$ cat src/sv/rsst_pkg.sv
package rsst_pkg;

    // Fixed field widths of the stream words.
    localparam int POS_W       = 10;
    localparam int VAL_W       = 32;
    localparam int SUM_W       = 64;
    localparam int IN_TDATA_W  = 56;
    localparam int OUT_TDATA_W = 64;

    typedef logic signed [SUM_W-1:0] t_sum;

    // Controller states.
    typedef enum logic [2:0] {
        ST_CLEAR,
        ST_IDLE,
        ST_SET,
        ST_Q_LO,
        ST_Q_HI,
        ST_OUT
    } t_state;

    // Kinds of input word, carried in the input tuser.
    typedef enum logic {
        FN_SET   = 1'b0,
        FN_QUERY = 1'b1
    } t_func;

    // One finished query result.
    typedef struct packed {
        t_sum range_sum;
        logic bad_range;
    } t_result;

endpackage

$ cat src/sv/rsst_ctrl.sv
module rsst_ctrl #(
    parameter int CAPACITY = 1024
) (
    input  logic                          i_clk,
    input  logic                          i_rst_n,
    input  logic                          i_in_valid,
    output logic                          o_in_ready,
    input  logic                          i_func,
    input  logic [rsst_pkg::POS_W-1:0]    i_first_pos,
    input  logic [rsst_pkg::POS_W-1:0]    i_last_pos,
    input  logic signed [rsst_pkg::VAL_W-1:0] i_new_value,
    output logic                          o_res_valid,
    input  logic                          i_res_ready,
    output rsst_pkg::t_result             o_res,
    output logic                          o_mem_we,
    output logic [$clog2(2*CAPACITY)-1:0] o_mem_waddr,
    output rsst_pkg::t_sum                o_mem_wdata,
    output logic [$clog2(2*CAPACITY)-1:0] o_mem_raddr,
    input  rsst_pkg::t_sum                i_mem_rdata
);
    import rsst_pkg::*;

    localparam int DEPTH = 2 * CAPACITY;
    localparam int AW    = $clog2(DEPTH);
    localparam int IW    = AW + 1;
    localparam int CW    = ((IW > POS_W + 1) ? IW : POS_W + 1) + 1;

    t_state         r_state, n_state;
    logic [AW-1:0]  r_clr_idx, n_clr_idx;
    logic [IW-1:0]  r_idx, n_idx;
    logic [IW-1:0]  r_lo, n_lo;
    logic [IW-1:0]  r_hi, n_hi;
    logic           r_pend, n_pend;
    logic           r_bad, n_bad;
    t_sum           r_acc, n_acc;

    logic           w_accept;
    logic           w_clr_last;
    logic [CW-1:0]  w_first_ext;
    logic [CW-1:0]  w_last_ext;
    logic [CW-1:0]  w_cap;
    logic [CW-1:0]  w_last_cl;
    logic           w_set_skip;
    logic           w_q_rev;
    logic           w_q_above;
    logic [IW-1:0]  w_leaf;
    logic [IW-1:0]  w_parent;
    logic           w_lo_lt_hi;
    t_sum           w_value_ext;
    t_sum           w_acc_in;

    assign o_in_ready  = (r_state == ST_IDLE);
    assign w_accept    = i_in_valid && o_in_ready;
    assign w_clr_last  = (r_clr_idx == AW'(DEPTH - 1));
    assign w_first_ext = CW'(i_first_pos);
    assign w_last_ext  = CW'(i_last_pos);
    assign w_cap       = CW'(CAPACITY);
    assign w_last_cl   = (w_last_ext >= w_cap) ? (w_cap - CW'(1)) : w_last_ext;
    assign w_set_skip  = (w_first_ext >= w_cap);
    assign w_q_rev     = (i_first_pos > i_last_pos);
    assign w_q_above   = (w_first_ext >= w_cap);
    assign w_leaf      = IW'(w_first_ext + w_cap);
    assign w_parent    = r_idx >> 1;
    assign w_lo_lt_hi  = (r_lo < r_hi);
    assign w_value_ext = {{(SUM_W - VAL_W){i_new_value[VAL_W-1]}}, i_new_value};
    assign w_acc_in    = r_acc + (r_pend ? i_mem_rdata : '0);

    // Next state.
    always_comb begin
        n_state = r_state;
        case (r_state)
            ST_CLEAR: begin
                if (w_clr_last) begin
                    n_state = ST_IDLE;
                end
            end
            ST_IDLE: begin
                if (w_accept) begin
                    if (i_func == FN_SET) begin
                        n_state = w_set_skip ? ST_IDLE : ST_SET;
                    end else if (w_q_rev || w_q_above) begin
                        n_state = ST_OUT;
                    end else begin
                        n_state = ST_Q_LO;
                    end
                end
            end
            ST_SET: begin
                if (w_parent == IW'(1)) begin
                    n_state = ST_IDLE;
                end
            end
            ST_Q_LO: begin
                n_state = w_lo_lt_hi ? ST_Q_HI : ST_OUT;
            end
            ST_Q_HI: begin
                n_state = ST_Q_LO;
            end
            ST_OUT: begin
                if (i_res_ready) begin
                    n_state = ST_IDLE;
                end
            end
            default: begin
                n_state = ST_CLEAR;
            end
        endcase
    end

    // Datapath and memory port control.
    always_comb begin
        n_clr_idx   = r_clr_idx;
        n_idx       = r_idx;
        n_lo        = r_lo;
        n_hi        = r_hi;
        n_pend      = r_pend;
        n_bad       = r_bad;
        n_acc       = r_acc;
        o_mem_we    = 1'b0;
        o_mem_waddr = r_clr_idx;
        o_mem_wdata = '0;
        o_mem_raddr = '0;
        o_res_valid = 1'b0;
        case (r_state)
            ST_CLEAR: begin
                o_mem_we  = 1'b1;
                n_clr_idx = r_clr_idx + AW'(1);
            end
            ST_IDLE: begin
                n_pend = 1'b0;
                if (w_accept) begin
                    if (i_func == FN_SET) begin
                        // Leaf write now, sibling read for the first parent.
                        o_mem_we    = !w_set_skip;
                        o_mem_waddr = AW'(w_leaf);
                        o_mem_wdata = w_value_ext;
                        o_mem_raddr = AW'(w_leaf ^ IW'(1));
                        n_idx       = w_leaf;
                        n_acc       = w_value_ext;
                    end else begin
                        n_acc = '0;
                        n_bad = w_q_rev;
                        n_lo  = IW'(w_first_ext + w_cap);
                        n_hi  = IW'(w_last_cl + w_cap + CW'(1));
                    end
                end
            end
            ST_SET: begin
                o_mem_we    = 1'b1;
                o_mem_waddr = AW'(w_parent);
                o_mem_wdata = r_acc + i_mem_rdata;
                o_mem_raddr = AW'(w_parent ^ IW'(1));
                n_acc       = r_acc + i_mem_rdata;
                n_idx       = w_parent;
            end
            ST_Q_LO: begin
                n_acc  = w_acc_in;
                n_pend = 1'b0;
                if (w_lo_lt_hi) begin
                    o_mem_raddr = AW'(r_lo);
                    n_pend      = r_lo[0];
                    n_lo        = r_lo + IW'(r_lo[0]);
                end
            end
            ST_Q_HI: begin
                n_acc       = w_acc_in;
                o_mem_raddr = AW'(r_hi - IW'(1));
                n_pend      = r_hi[0];
                n_hi        = (r_hi - IW'(r_hi[0])) >> 1;
                n_lo        = r_lo >> 1;
            end
            ST_OUT: begin
                o_res_valid = 1'b1;
            end
            default: begin
                n_pend = 1'b0;
            end
        endcase
    end

    assign o_res.range_sum = r_acc;
    assign o_res.bad_range = r_bad;

    always_ff @(posedge i_clk) begin
        if (!i_rst_n) begin
            r_state   <= ST_CLEAR;
            r_clr_idx <= '0;
            r_pend    <= 1'b0;
        end else begin
            r_state   <= n_state;
            r_clr_idx <= n_clr_idx;
            r_pend    <= n_pend;
        end
    end

    always_ff @(posedge i_clk) begin
        r_idx <= n_idx;
        r_lo  <= n_lo;
        r_hi  <= n_hi;
        r_bad <= n_bad;
        r_acc <= n_acc;
    end

endmodule

$ cat config.mk
export PLATFORM = sky130hd
export DESIGN_NAME = rsst_ctrl
export DESIGN_NICKNAME = d
export VERILOG_FILES = /design/src/sv/rsst_pkg.sv /design/src/sv/rsst_ctrl.sv
export SDC_FILE = /design/constraint.sdc
export NUM_CORES = 1
export LEC_CHECK = 0
export ABC_AREA = 1
export ABC_CLOCK_PERIOD_IN_PS = 3800
export BUFFER_PORTS_ARGS = -buffer_cell sky130_fd_sc_hd__buf_2
export CAP_MARGIN = 0
export CORE_MARGIN = 2
export CORE_UTILIZATION = 35
export CTS_BUF_LIST = sky130_fd_sc_hd__clkbuf_8
export DETAILED_ROUTE_END_ITERATION = 10
export PLACE_DENSITY = 0.62
export SLEW_MARGIN = 0
export SYNTH_ARGS = -nofsm -noshare
export SYNTH_HDL_FRONTEND = slang
export SYNTH_SLANG_ARGS = --single-unit
$ cat constraint.sdc
create_clock -name i_clk -period 3.8 [get_ports i_clk]
set_clock_uncertainty 0.15 [all_clocks]
set_input_delay 0.57 -clock i_clk [delete_from_list [all_inputs] [get_ports i_clk]]
set_output_delay 0.57 -clock i_clk [all_outputs]
set_load 0.01 [all_outputs]
==> qor.yml <==
outcome:
  status: "complete, no violations"
yosys:
  avgSynthCellArea_um2: 5.30
  synthCells: 3555
  synth_seq_cells: 114
  ys_seq_area_share_pct: 17.4
  netlist_area_um2: 18900
  yosysWarnings: 0
  syn-num-nets: 3829
  synth.distinct_cells: 47
final_layout:
  num-fill-cells: 6099
  area_growth_pct: 21.1
  final_nets: 4172
  most-common-layout-cells: "nand2_1 (1,434), inv_1 (780), buf_2 (274)"
  final_common_cell: "nand2_1"
  fin_util_pct: 42.7
  drive_gt1_share_pct: 14.7
global_routing:
  antenna_found_initial: 2
  first_global_vias: 21497
  grt.busiest_layer: "met2"
  grt_use_met2_pct: 46.3
  grt_start_max_net_pins: 51
  grt.total_usage_pct: 29.6
  grtUsageMet3_pct: 5.24
  grt_pass1_wl_mm: 124
  grt.overflow.total: 0
  grt_util_met1_pct: 39.3
timing:
  final_hold_viol_count: 0
  drv_slew: 0
  fin_crit_ns: 3.75
  worst_slew_pin_slew_ns: 0.959
  fin_crit_sh_pct: 98.7
  fmax_mhz: 267
  whs_ns: 0.145
  setup_viol: 0
  fin_ws_ns: 0.0481
  rsz0062_at_grt: "true"
  slew_headroom_pct: 36.1
drt:
  drt-total-wl_mm: 83.8
  vias: 23117
  routed_via_density: 5.02
  drt-initial-drc-count: 2109
  wl_per_cell_um: 18.2
  ant_nets: 0
  first_pass_iters: 7
  drc_errors: 0
worst_setup_path:
  end_kind: "output pin"
  cp_slowest_stage_delay_ns: 0.46
  critical_path.slowest_cell: "edfxtp_1"
  path_cells: "ha_1 > nand2_1 > nor2_1 > nand2_1 > inv_1 > nand2_1 > nor3_1 > nand2_2 > nand3_1 > nand3_2 > nand2_1 > buf_2"
  crit_arrival_ns: 3.03
  worst-path-max-fanout: 5
  crit_top_cell: "nand2_1"
  crit_type: "reg2out"
  crit_path_start_kind: "register"
  required_ns: 3.08
place:
  gp_congestion: 1.08
  portBuffers: 274
  post-place-ws_ns: 0.0415
  dp_hpwl_mm: 70.8
cts:
  clkTransAtPathRegs_ns: 0.09
  clock_latency_ns: 0.56
  clockBufferDepth: 2
  cts.sinks: 114
  htreeDepth: 4
  cts-buffers-inserted: 17
  cts-root-buf: "clkbuf_8"
  cts_tree: "done"
floorplan:
  die_area_um2: 55700
  rows: 85
  initial_core_util_pct: 35.2
  io_pins: 275
  core_um2: 53500
  die_h_um: 236
  die_w_um: 236
min_path:
  hold_path.class: "in2reg"
power:
  power_per_cell_area_nw_per_um2: 692
  peakVddDrop_uv: 287
  total_power_uw: 15800
  leakagePower_uw: 0.0137
flow_run:
  drv_cap: 0
-- area by class of cell --
type	count	area [um2]	share of cell area [%]
Multi-Input combinational cell	2609	13100	57.6
Sequential cell	114	3270	14.3
Inverter	787	2950	12.9
Timing Repair Buffer	369	2130	9.35
Tap cell	696	871	3.82
Clock buffer	18	248	1.09
Clock inverter	14	200	0.877
Antenna cell	1	2.50	0.0110
-- layer usage --
metal / part of all wire, % / vias up
met2: 43 / 902
met1: 43 / 10398
met3: 8.4 / 163
met4: 4.6 / 2
li1: - / 11652
met5: 0.0095 / -
-- timing repair --
action	CTS	global route
hold buffers	0	0
buffers inserted	21	45
endpoints found under the setup margin	38	44
resized for setup	44	108
pin swaps	0	10
-- registers in the layout (all words and copies together) (netlist names) --
name / flops
r_clr_idx: 11
r_idx: 10
r_state: 3
r_lo: 12
r_pend: 1
r_hi: 12
r_bad: 1
r_acc: 64
-- metrics by stage --
stage	TNS [ns]	instances	cell area, um2
final	0	4608	22800
after global routing	-0.333	4608	22800
after CTS	-0.149	4562	21900
after detailed placement	0	4509	21200
after global placement	-0.0313	4509	21200
after floorplan	0	3555	18900
-- synth_stat cells, drive strengths merged --
cell	count	area share, %
nand3b	27	1.1
a21boi	1	0.040
o21a	1	0.040
a21o	2	0.080
nand2	1466	29
a21oi	145	3.8
fa	2	0.21
o2111ai	6	0.28
nand4	28	0.93
o311ai	2	0.093
a211oi	1	0.040
o31ai	2	0.080
o21ai	95	2.5
a22oi	1	0.040
xnor2	1	0.046
and3	1	0.033
o21bai	8	0.32
or2	28	0.93
nor3b	1	0.040
o211ai	11	0.44
dfxtp	15	1.6
nor2	267	5.4
nand3	281	7.5
clkbuf	27	0.54
edfxtp	99	16
clkinv	1	0.020
o22ai	7	0.23
o221ai	7	0.33
xor2	9	0.42
buf	18	0.57
nor4	4	0.13
a31oi	6	0.20
and2	4	0.13
ha	151	10
a221o	1	0.053
nor3	43	1.2
inv	786	16
-- worst max-delay path, delay by kind of cell, from the launching register on --
family	cells	cell delay, ns
adders and majority gates	1	0.42
buffers and inverters	2	0.28
DFF	1	0.46
and+or+nand+nor	9	1.29
-- cell families after synthesis --
| logic type | after synthesis | share of synthesized area (%) |
|---|---|---|
| AO/OA/AOI/OAI | 296 | 8.63 |
| buffers and inverters | 832 | 16.8 |
| adder cells (fa/ha/maj) | 153 | 10.2 |
| flip-flops | 114 | 17.4 |
| XOR/XNOR | 10 | 0.465 |
| AND/OR/NAND/NOR | 2150 | 46.5 |
-- path summary, 6_finish.rpt --
kind	slack, ns	startpoint	endpoint	cells after the start
setup / recovery	0.05	r_acc[33]$_DFFE_PP_	o_mem_wdata[60]	12
hold / removal	0.15	i_rst_n	r_clr_idx[4]$_SDFFE_PN0P_	3
setup reg to reg	0.32	r_pend$_SDFFE_PN0N_	r_acc[45]$_DFFE_PP_	16
hold reg to reg	0.33	r_clr_idx[3]$_SDFFE_PN0P_	r_clr_idx[3]$_SDFFE_PN0P_	1
-- power by group --
group,internal (uW),switching [uW]
Sequential,2140,665
Combinational,3980,7610
Clock,742,673
Total,6850,8950
No activity file was read; power rests on OpenSTA's default activity.
